$ cat src/rtl/assert_macros.svh
// Assertion helpers shared by the RTL.
`ifndef ASSERT_MACROS_SVH
`define ASSERT_MACROS_SVH

// Same-cycle implication, disabled while reset is low.
`define AST_IMP(lbl, ck, rn, ante, cons, msg) \
  lbl: assert property (@(posedge ck) disable iff (!(rn)) (ante) |-> (cons)) else $error(msg);

// Next-cycle implication, disabled while reset is low.
`define AST_NEXT(lbl, ck, rn, ante, cons, msg) \
  lbl: assert property (@(posedge ck) disable iff (!(rn)) (ante) |=> (cons)) else $error(msg);

`endif

$ cat src/rtl/itic_pkg.sv
package itic_pkg;

  // Counter layout
  localparam int NUM_CATS        = 22;
  localparam int CAT_W           = 5;
  localparam logic [CAT_W-1:0] LAST_CAT = 5'd21;
  localparam int C_TOTAL         = 0;
  localparam int C_DIR           = 1;
  localparam int C_TCP           = 4;
  localparam int C_UDP           = 8;
  localparam int C_LOCAL         = 12;
  localparam int C_EXT           = 16;

  localparam int COUNT_WIDTH_DEF = 32;

  // Header decode
  localparam logic [3:0] MIN_HDR_WORDS = 4'd5;
  localparam logic [7:0] PROTO_TCP     = 8'd6;
  localparam logic [7:0] PROTO_UDP     = 8'd17;

  // Direction offsets within a category group
  localparam logic [1:0] DIR_IN    = 2'd0;
  localparam logic [1:0] DIR_OUT   = 2'd1;
  localparam logic [1:0] DIR_CROSS = 2'd2;

  // Configuration register indexes
  localparam int CFG_IDX_W = 1;
  localparam logic [CFG_IDX_W-1:0] CFG_HOST_ADDR  = 1'b0;
  localparam logic [CFG_IDX_W-1:0] CFG_NET_NUMBER = 1'b1;

  // Queue between front and back
  localparam int QDEPTH = 4;
  localparam int QPTR_W = $clog2(QDEPTH);

  typedef logic [NUM_CATS-1:0] cat_mask_t;

  // One queued word: a tick, or a classified packet with its hit mask
  typedef struct packed {
    logic        is_tick;
    cat_mask_t   mask;
    logic [15:0] len;
    logic [31:0] stamp;
  } q_word_t;

  // Queue status seen by both sides
  typedef struct packed {
    logic full;
    logic valid;
  } q_stat_t;

  // Build the set of categories one packet advances
  function automatic cat_mask_t cat_mask(input logic [1:0] dir, input logic is_local,
                                         input logic is_tcp, input logic is_udp);
    cat_mask_t m;
    m = '0;
    m[C_TOTAL] = 1'b1;
    m[C_DIR + int'(dir)] = 1'b1;
    if (is_local) begin
      m[C_LOCAL] = 1'b1;
      m[C_LOCAL + 1 + int'(dir)] = 1'b1;
    end else begin
      m[C_EXT] = 1'b1;
      m[C_EXT + 1 + int'(dir)] = 1'b1;
    end
    if (is_tcp) begin
      m[C_TCP] = 1'b1;
      m[C_TCP + 1 + int'(dir)] = 1'b1;
    end else if (is_udp) begin
      m[C_UDP] = 1'b1;
      m[C_UDP + 1 + int'(dir)] = 1'b1;
    end
    return m;
  endfunction

endpackage

$ cat src/rtl/itic_in_if.sv
interface itic_in_if;
  logic        valid;
  logic        ready;
  logic        cmd;
  logic [31:0] time_sec;
  logic [31:0] src_addr;
  logic [31:0] dst_addr;
  logic [3:0]  header_words;
  logic [7:0]  protocol;
  logic [15:0] total_len;

  modport source (output valid, cmd, time_sec, src_addr, dst_addr, header_words,
                  protocol, total_len, input ready);
  modport sink (input valid, cmd, time_sec, src_addr, dst_addr, header_words,
                protocol, total_len, output ready);
endinterface

$ cat src/rtl/itic_out_if.sv
interface itic_out_if;
  logic        valid;
  logic        ready;
  logic [4:0]  category;
  logic [31:0] packet_count;
  logic [31:0] byte_count;
  logic [31:0] interval_time;
  logic        last;

  modport source (output valid, category, packet_count, byte_count, interval_time, last,
                  input ready);
  modport sink (input valid, category, packet_count, byte_count, interval_time, last,
                output ready);
endinterface

$ cat src/rtl/itic_front.sv
module itic_front (
  input  logic                               clk,
  input  logic                               rst_n,
  itic_in_if.sink                            in_if,
  input  logic                               cfg_we,
  input  logic [itic_pkg::CFG_IDX_W-1:0]     cfg_index,
  input  logic [31:0]                        cfg_wdata,
  input  itic_pkg::q_stat_t                  q_stat,
  output logic                               push,
  output itic_pkg::q_word_t                  push_word
);

  logic [31:0] host_addr_r;
  logic [31:0] net_number_r;
  logic [1:0]  dir;
  logic        is_local;

  // Hold configuration registers
  always_ff @(posedge clk) begin
    if (!rst_n) begin
      host_addr_r  <= '0;
      net_number_r <= '0;
    end else if (cfg_we) begin
      case (cfg_index)
        itic_pkg::CFG_HOST_ADDR:  host_addr_r  <= cfg_wdata;
        itic_pkg::CFG_NET_NUMBER: net_number_r <= cfg_wdata;
        default: ;
      endcase
    end
  end

  // Classify direction, source first
  always_comb begin
    if (in_if.src_addr == host_addr_r) begin
      dir = itic_pkg::DIR_OUT;
    end else if (in_if.dst_addr == host_addr_r) begin
      dir = itic_pkg::DIR_IN;
    end else begin
      dir = itic_pkg::DIR_CROSS;
    end
  end

  assign is_local = ((net_number_r & in_if.src_addr) == net_number_r) &&
                    ((net_number_r & in_if.dst_addr) == net_number_r);

  // Accept while the queue has room; drop short headers here
  assign in_if.ready = !q_stat.full;
  assign push = in_if.valid && !q_stat.full &&
                (in_if.cmd || (in_if.header_words >= itic_pkg::MIN_HDR_WORDS));

  assign push_word.is_tick = in_if.cmd;
  assign push_word.mask    = itic_pkg::cat_mask(dir, is_local,
                                                in_if.protocol == itic_pkg::PROTO_TCP,
                                                in_if.protocol == itic_pkg::PROTO_UDP);
  assign push_word.len     = in_if.total_len;
  assign push_word.stamp   = in_if.time_sec;

endmodule

$ cat src/rtl/itic_fifo.sv
module itic_fifo (
  input  logic              clk,
  input  logic              rst_n,
  input  logic              push,
  input  itic_pkg::q_word_t wdata,
  input  logic              pop,
  output itic_pkg::q_word_t rdata,
  output itic_pkg::q_stat_t stat
);

  itic_pkg::q_word_t                mem_r [itic_pkg::QDEPTH];
  logic [itic_pkg::QPTR_W-1:0]      wr_ptr_r;
  logic [itic_pkg::QPTR_W-1:0]      rd_ptr_r;
  logic [itic_pkg::QPTR_W:0]        count_r;

  // Store pushed words
  always_ff @(posedge clk) begin
    if (push) begin
      mem_r[wr_ptr_r] <= wdata;
    end
  end

  // Advance pointers and fill level
  always_ff @(posedge clk) begin
    if (!rst_n) begin
      wr_ptr_r <= '0;
      rd_ptr_r <= '0;
      count_r  <= '0;
    end else begin
      if (push) wr_ptr_r <= wr_ptr_r + 1'b1;
      if (pop)  rd_ptr_r <= rd_ptr_r + 1'b1;
      case ({push, pop})
        2'b10:   count_r <= count_r + 1'b1;
        2'b01:   count_r <= count_r - 1'b1;
        default: count_r <= count_r;
      endcase
    end
  end

  assign rdata      = mem_r[rd_ptr_r];
  assign stat.valid = (count_r != '0);
  assign stat.full  = (count_r == (itic_pkg::QPTR_W + 1)'(itic_pkg::QDEPTH));

endmodule

$ cat src/rtl/itic_back.sv
module itic_back #(
  parameter int COUNT_WIDTH = itic_pkg::COUNT_WIDTH_DEF
) (
  input  logic              clk,
  input  logic              rst_n,
  input  itic_pkg::q_stat_t q_stat,
  input  itic_pkg::q_word_t q_word,
  output logic              pop,
  itic_out_if.source        out_if
);

  typedef enum logic {ST_RUN, ST_READ} st_t;

  st_t                          state_r;
  logic [itic_pkg::CAT_W-1:0]   idx_r;
  logic [31:0]                  stamp_r;
  logic [COUNT_WIDTH-1:0]       pkt_r   [itic_pkg::NUM_CATS];
  logic [COUNT_WIDTH-1:0]       byte_r  [itic_pkg::NUM_CATS];
  logic [COUNT_WIDTH-1:0]       pkt_nxt [itic_pkg::NUM_CATS];
  logic [COUNT_WIDTH-1:0]       byte_nxt[itic_pkg::NUM_CATS];
  logic [COUNT_WIDTH-1:0]       len_ext;

  logic                         out_valid_r;
  logic [itic_pkg::CAT_W-1:0]   out_cat_r;
  logic [31:0]                  out_pkt_r;
  logic [31:0]                  out_byte_r;
  logic [31:0]                  out_time_r;
  logic                         out_last_r;

  logic out_free;
  logic upd;
  logic clr;
  logic start;

  assign out_free = !out_valid_r || out_if.ready;
  assign len_ext  = COUNT_WIDTH'(q_word.len);

  // Decide what the head word does this cycle
  always_comb begin
    pop   = 1'b0;
    upd   = 1'b0;
    clr   = 1'b0;
    start = 1'b0;
    case (state_r)
      ST_RUN: begin
        if (q_stat.valid) begin
          if (!q_word.is_tick) begin
            upd = 1'b1;
            pop = 1'b1;
          end else if (stamp_r == '0) begin
            pop = 1'b1;
          end else begin
            start = 1'b1;
          end
        end
      end
      ST_READ: begin
        if (out_free) begin
          clr = 1'b1;
          pop = (idx_r == itic_pkg::LAST_CAT);
        end
      end
      default: ;
    endcase
  end

  // Advance hit counters, zero each one as it is read out
  always_comb begin
    for (int k = 0; k < itic_pkg::NUM_CATS; k++) begin
      pkt_nxt[k]  = pkt_r[k];
      byte_nxt[k] = byte_r[k];
      if (clr && (idx_r == itic_pkg::CAT_W'(k))) begin
        pkt_nxt[k]  = '0;
        byte_nxt[k] = '0;
      end else if (upd && q_word.mask[k]) begin
        pkt_nxt[k]  = pkt_r[k] + 1'b1;
        byte_nxt[k] = byte_r[k] + len_ext;
      end
    end
  end

  always_ff @(posedge clk) begin
    for (int k = 0; k < itic_pkg::NUM_CATS; k++) begin
      if (!rst_n) begin
        pkt_r[k]  <= '0;
        byte_r[k] <= '0;
      end else begin
        pkt_r[k]  <= pkt_nxt[k];
        byte_r[k] <= byte_nxt[k];
      end
    end
  end

  // Sequence state, interval stamp and the output register
  always_ff @(posedge clk) begin
    if (!rst_n) begin
      state_r     <= ST_RUN;
      idx_r       <= '0;
      stamp_r     <= '0;
      out_valid_r <= 1'b0;
    end else begin
      // Raise valid on a load, drop it once the word is taken
      if (clr) begin
        out_valid_r <= 1'b1;
      end else if (out_if.ready) begin
        out_valid_r <= 1'b0;
      end
      if (upd) stamp_r <= q_word.stamp;
      case (state_r)
        ST_RUN: begin
          if (start) begin
            state_r <= ST_READ;
            idx_r   <= '0;
          end
        end
        ST_READ: begin
          if (clr) begin
            out_cat_r   <= idx_r;
            out_pkt_r   <= 32'(pkt_r[idx_r]);
            out_byte_r  <= 32'(byte_r[idx_r]);
            out_time_r  <= stamp_r;
            out_last_r  <= (idx_r == itic_pkg::LAST_CAT);
            if (idx_r == itic_pkg::LAST_CAT) begin
              state_r <= ST_RUN;
              stamp_r <= '0;
            end else begin
              idx_r <= idx_r + 1'b1;
            end
          end
        end
        default: state_r <= ST_RUN;
      endcase
    end
  end

  assign out_if.valid         = out_valid_r;
  assign out_if.category      = out_cat_r;
  assign out_if.packet_count  = out_pkt_r;
  assign out_if.byte_count    = out_byte_r;
  assign out_if.interval_time = out_time_r;
  assign out_if.last          = out_last_r;

endmodule

$ cat src/rtl/ip_traffic_interval_counters.sv
// Packets: one word per cycle while the queue has room; each is queued, then counted
// from the queue head. Ticks: with a nonzero interval time, 22 words leave the output
// register at one per cycle while they are taken, once the tick reaches the queue head.
// Input stalls while the four-word queue is full; it fills only during a readout.
// Reset (rst_n low, synchronous) clears counters, interval time, registers and queue.
`include "assert_macros.svh"

module ip_traffic_interval_counters #(
  parameter int COUNT_WIDTH = itic_pkg::COUNT_WIDTH_DEF
) (
  input  logic                           clk,
  input  logic                           rst_n,
  itic_in_if.sink                        in_if,
  itic_out_if.source                     out_if,
  input  logic                           cfg_we,
  input  logic [itic_pkg::CFG_IDX_W-1:0] cfg_index,
  input  logic [31:0]                    cfg_wdata
);

  itic_pkg::q_stat_t q_stat;
  itic_pkg::q_word_t push_word;
  itic_pkg::q_word_t head_word;
  logic              push;
  logic              pop;

  itic_front u_front (
    .clk       (clk),
    .rst_n     (rst_n),
    .in_if     (in_if),
    .cfg_we    (cfg_we),
    .cfg_index (cfg_index),
    .cfg_wdata (cfg_wdata),
    .q_stat    (q_stat),
    .push      (push),
    .push_word (push_word)
  );

  itic_fifo u_fifo (
    .clk   (clk),
    .rst_n (rst_n),
    .push  (push),
    .wdata (push_word),
    .pop   (pop),
    .rdata (head_word),
    .stat  (q_stat)
  );

  itic_back #(
    .COUNT_WIDTH (COUNT_WIDTH)
  ) u_back (
    .clk    (clk),
    .rst_n  (rst_n),
    .q_stat (q_stat),
    .q_word (head_word),
    .pop    (pop),
    .out_if (out_if)
  );

  `AST_IMP(a_push_room, clk, rst_n, push, !q_stat.full, "push into a full queue")
  `AST_IMP(a_pop_valid, clk, rst_n, pop, q_stat.valid, "pop from an empty queue")
  `AST_IMP(a_last_cat, clk, rst_n, out_if.valid && out_if.last, out_if.category == itic_pkg::LAST_CAT, "last flag off the final category")
  `AST_NEXT(a_last_ends, clk, rst_n, out_if.valid && out_if.ready && out_if.last, !out_if.valid || out_if.category == '0, "readout continues past its last word")

endmodule
$ cat src/flat_wrapper.sv
// flat-port wrapper written by rule: the top's interface ports become plain ports
module ip_traffic_interval_counters_flat 
#(
  parameter int COUNT_WIDTH = itic_pkg::COUNT_WIDTH_DEF
)
  (clk, rst_n, cfg_we, cfg_index, cfg_wdata, in_if_valid, in_if_cmd, in_if_time_sec, in_if_src_addr, in_if_dst_addr, in_if_header_words, in_if_protocol, in_if_total_len, in_if_ready, out_if_valid, out_if_category, out_if_packet_count, out_if_byte_count, out_if_interval_time, out_if_last, out_if_ready);
  itic_in_if in_if_i ();
  itic_out_if out_if_i ();
  input  logic clk;
  input  logic rst_n;
  input  logic cfg_we;
  input  logic [itic_pkg::CFG_IDX_W-1:0] cfg_index;
  input  logic [31:0] cfg_wdata;
  input wire logic [$bits(in_if_i.valid)-1:0] in_if_valid;
  input wire logic [$bits(in_if_i.cmd)-1:0] in_if_cmd;
  input wire logic [$bits(in_if_i.time_sec)-1:0] in_if_time_sec;
  input wire logic [$bits(in_if_i.src_addr)-1:0] in_if_src_addr;
  input wire logic [$bits(in_if_i.dst_addr)-1:0] in_if_dst_addr;
  input wire logic [$bits(in_if_i.header_words)-1:0] in_if_header_words;
  input wire logic [$bits(in_if_i.protocol)-1:0] in_if_protocol;
  input wire logic [$bits(in_if_i.total_len)-1:0] in_if_total_len;
  output wire logic [$bits(in_if_i.ready)-1:0] in_if_ready;
  output wire logic [$bits(out_if_i.valid)-1:0] out_if_valid;
  output wire logic [$bits(out_if_i.category)-1:0] out_if_category;
  output wire logic [$bits(out_if_i.packet_count)-1:0] out_if_packet_count;
  output wire logic [$bits(out_if_i.byte_count)-1:0] out_if_byte_count;
  output wire logic [$bits(out_if_i.interval_time)-1:0] out_if_interval_time;
  output wire logic [$bits(out_if_i.last)-1:0] out_if_last;
  input wire logic [$bits(out_if_i.ready)-1:0] out_if_ready;
  assign in_if_i.valid = in_if_valid;
  assign in_if_i.cmd = in_if_cmd;
  assign in_if_i.time_sec = in_if_time_sec;
  assign in_if_i.src_addr = in_if_src_addr;
  assign in_if_i.dst_addr = in_if_dst_addr;
  assign in_if_i.header_words = in_if_header_words;
  assign in_if_i.protocol = in_if_protocol;
  assign in_if_i.total_len = in_if_total_len;
  assign in_if_ready = in_if_i.ready;
  assign out_if_valid = out_if_i.valid;
  assign out_if_category = out_if_i.category;
  assign out_if_packet_count = out_if_i.packet_count;
  assign out_if_byte_count = out_if_i.byte_count;
  assign out_if_interval_time = out_if_i.interval_time;
  assign out_if_last = out_if_i.last;
  assign out_if_i.ready = out_if_ready;
  ip_traffic_interval_counters #(.COUNT_WIDTH(COUNT_WIDTH)) u_core (.clk(clk), .rst_n(rst_n), .in_if(in_if_i), .out_if(out_if_i), .cfg_we(cfg_we), .cfg_index(cfg_index), .cfg_wdata(cfg_wdata));
endmodule
$ cat config.mk
export PLATFORM = sky130hd
export DESIGN_NAME = ip_traffic_interval_counters_flat
export DESIGN_NICKNAME = d
export VERILOG_FILES = /design/src/rtl/itic_pkg.sv /design/src/rtl/itic_in_if.sv /design/src/rtl/itic_out_if.sv /design/src/rtl/itic_front.sv /design/src/rtl/itic_fifo.sv /design/src/rtl/itic_back.sv /design/src/rtl/ip_traffic_interval_counters.sv /design/src/flat_wrapper.sv
export VERILOG_INCLUDE_DIRS = /design/src /design/src/rtl
export SDC_FILE = /design/constraint.sdc
export NUM_CORES = 2
export LEC_CHECK = 0
export ABC_CLOCK_PERIOD_IN_PS = 10200
export BUFFER_PORTS_ARGS = -buffer_cell sky130_fd_sc_hd__buf_2
export CORE_UTILIZATION = 50
export CTS_CLUSTER_SIZE = 8
export DETAILED_ROUTE_END_ITERATION = 7
export PLACE_DENSITY = 0.66
export SLEW_MARGIN = 20
export SYNTH_ARGS = -nofsm -noshare
export SYNTH_HDL_FRONTEND = slang
export SYNTH_SLANG_ARGS = --single-unit
$ cat constraint.sdc
create_clock -name clk -period 10.2 [get_ports clk]
set_clock_uncertainty 0.15 [all_clocks]
set_input_delay 0.51 -clock clk [delete_from_list [all_inputs] [get_ports clk]]
set_output_delay 0.51 -clock clk [all_outputs]
set_load 0.05 [all_outputs]
==> metrics.md <==
| Metric | Value |
|---|---|
| Synth top cells by count | `dfxtp_1, nand2_1, nor2_1, a21oi_1, xor2_1` |
| Post-CTS setup repair buffer count | `0` |
| Most Frequent Cell on Critical Path | `buf_4` |
| GR Overflow Total | `0` |
| Synthesized area | `102,800 um^2` |
| Syn Inst Count | `between 10k and 15k` |
| Seq/Total Area, Yosys | `40.78%` |
| Largest family of logic cells by synthesized area | `simple AND/OR/NAND/NOR gates` |
| Sink count of the clock tree | `about 1.9k` |
| Total chip power | `25.92 mW` |
| FF+latch count, synth | `around 1.9k` |
| Number of remaining DRC errors | `0` |
| Placed Area | `about 110,000 um^2` |
| First-pass GRT wire length | `~450 mm` |
| Pwr dens | `224.1 nW/um^2` |
| Share of cells above drive strength 1 | `11.23%` |
| Dpl ws | `approximately 4.2 ns` |
| Tmin final | `between 5 and 6 ns` |
| Final slew viol count | `0` |
| Final TNS setup | `0 ns` |
| Post-synth EDFFs | `382` |
| Avg Inst Size Synth | `9.443 um^2` |
| Cell Chain, Critical Path | `buf_4, mux4_2, buf_4, fa_1, a21o_1, a311o_1, a2111oi_0, nor4_1, or2_2, a221oi_1, clkdlybuf4s18_2, or4_1, nand2_1` |
| Core area | `roughly 200,000 um^2` |
| CTS root buffer | `clkbuf_16` |
| Leakage power | `41.29 nW` |
| Area share of the largest cell type after synthesis | `between 20% and 30%` |
| Port buffer count | `266` |
| Row count | `approximately 170` |
| Final core occ | `56.60%` |
| Peak Freq | `roughly 0.17 GHz` |
| Full die area | `~210,000 um^2` |
| DRT Wirelength | `291.6 mm` |
| Async SR Flop Fraction | `0%` |
| Ports | `267` |
| P&R area growth vs syn | `12.58%` |
| CP peak stage delay | `approximately 0.90 ns` |
| Synth unique cells | `93` |
| WS Path Type | `reg2reg` |
| Adder-Cell Fraction of Synth Area | `about 5%` |
| Clk Latency, worst-skew pair | `0.96 ns` |
| Worst slew pin tran | `~1.2 ns` |
| TritonCTS clock tree | `built` |
| CTS H-tree depth | `5` |
| Vias in the first global route | `82.14k` |
| Initial antenna violation count | `23` |
| Fin nets | `around 12k` |
| Vias | `84.43k` |
| Critical path peak fanout | `28` |
| Final setup margin | `between 4 and 5 ns` |
| Largest area contributor in the netlist | `dfxtp_1` |
| DRT iter0 DRCs | `approximately 7.0k` |
| Largest net degree at the start of global routing | `roughly 140` |
| Initial DRT Pass Iterations | `6` |
| Die Y | `between 400 and 500 um` |
| Synth Area in XOR/XNOR | `about a tenth` |
| Die Wd | `between 400 and 500 um` |
| Slew margin rel. | `a little under a fifth` |
| Worst path slowest cell | `a2111oi_0` |
| RSZ-0062 raised after global routing | `no` |
| Top-count cell post-synth | `dfxtp_1` |
| Worst Setup End Kind | `register` |
| Area fraction in compound gates after synthesis | `~11%` |
| Final HPWL DP | `between 200 and 250 mm` |
| Simple-Gate Fraction of Synth Area | `between 10% and 20%` |
| Status | `completed` |
| Final setup viols | `0` |
| GRT Total Usage | `approximately 28%` |
| Period utilization | `58.05%` |
| Worst vdd ir | `between 0.15 and 0.2 mV` |
| DR WL/cell | `~21 um` |
| Starting Density | `50.28%` |
| Critical Path AT | `around 6.6 ns` |
| Yosys warns | `0` |
| Most used DFF post-synth | `dfxtp_1` |
| Area contributors post-synth | `dfxtp_1, edfxtp_1, mux4_2` |
| Maximum clock path buffer count | `4` |
| CP Data Required Time | `10.89 ns` |
| DR vias/cell | `roughly 6.0` |
| Fin area | `around 120,000 um^2` |
| Worst min-delay path class | `in2reg` |
| Clock transition at path regs | `approximately 0.050 ns` |
| Max Cap Viol | `0` |
| Worst setup SP type | `register` |
| Multiplexer share of the synthesized area | `11.01%` |
| Hold Vio Cnt, Final | `0` |
| Num CTS Buffers | `288` |
| Routability cong. | `about 0.92` |
| Post-DRT Antenna Nets | `0` |
[per-layer routing]
metal  up-vias  wire (um)  track usage [%]
li1      39740          -                -
met1     41330     128300            38.05
met2      2857     134100            44.14
met3       504      20640            4.022
met4         2       8354            9.354
met5         -        221                0
[through the flow]
step	instances	hold WS, ns
2_1_floorplan	10890	0.2564
3_3_place_gp	13500	0.2942
3_5_place_dp	13500	0.2960
4_1_cts	13980	0.01041
5_1_grt	13980	0.07226
6_report	13990	0.08596
[final timing paths]
check | startpoint | to | slack, ns | cells after the start
setup / recovery | register | u_core.u_back.byte_r[16][26] | 4.28 | 13
hold reg to reg | u_core.u_front.net_number_r[19] | u_core.u_front.net_number_r[19] | 0.30 | 2
hold / removal | in_if_protocol[3] | u_core.u_fifo.mem_r[3][54] | 0.09 | 4
setup reg to reg | register | u_core.u_back.byte_r[16][26] | 4.28 | 13
[flip-flops by register name, summed over array words and instances, names as in the netlist, 32 cells and up, named ones only]
signal and cells:
u_core.u_back.out_if.byte_count 32, u_core.u_fifo.mem_r 280, u_core.u_back.out_if.interval_time 32, u_core.u_back.pkt_r 704, u_core.u_back.out_if.packet_count 32, u_core.u_front.net_number_r 32, u_core.u_back.byte_r 704, u_core.u_front.host_addr_r 32
u_core.u_back.stamp_r 32
[kinds of logic (layout without fill, tap and decap cells)]
group / after synthesis / count (layout)
other: 1 / 13
AND/OR/NAND/NOR: 4315 / 4315
AO/OA/AOI/OAI: 1912 / 1912
multiplexers: 562 / 562
adder cells (fa/ha/maj): 407 / 407
buffers and inverters: 648 / 1051
flip-flops: 1902 / 1902
XOR/XNOR: 1135 / 1135
[cells in the final DEF, fill, tap and decap left out, types with 382 or more instances in the layout]
cell,instances
ha_1,384
nor2_1,1292
nand2_1,1385
o21ai_0,439
edfxtp_1,382
nand3_1,398
a21oi_1,756
mux4_2,454
dfxtp_1,1513
xnor2_1,561
xor2_1,574
[worst max-delay path, delay by kind of cell, from the launching register on]
kind	cells	cell delay, ns
compound gates	4	2.12
buf+inv	3	1.21
fa+ha+maj	1	0.49
flops	1	0.55
mux	1	0.57
simple gates	4	0.72
[cell type report]
type,count,area [um^2]
Multi-Input combinational cell,8339,58680
Antenna cell,5,12.51
Fill cell,17300,88700
Inverter,183,689.4
Sequential cell,1902,41920
Tap cell,2688,3363
Clock buffer,377,7669
Timing Repair Buffer,484,3273
Clock inverter,7,68.82
[report_power, final]
part | internal [mW] | switching [mW]
logic | 3.29 | 5.30
registers | 8.32 | 0.523
clock network | 5.16 | 3.33
total | 16.8 | 9.15
[what timing repair did]
action,4_1_cts,5_1_grt
hold endpoints to repair,275,0
hold buffers,93,0
gates resized for setup,0,0
Power figures use the tool's default switching activity.
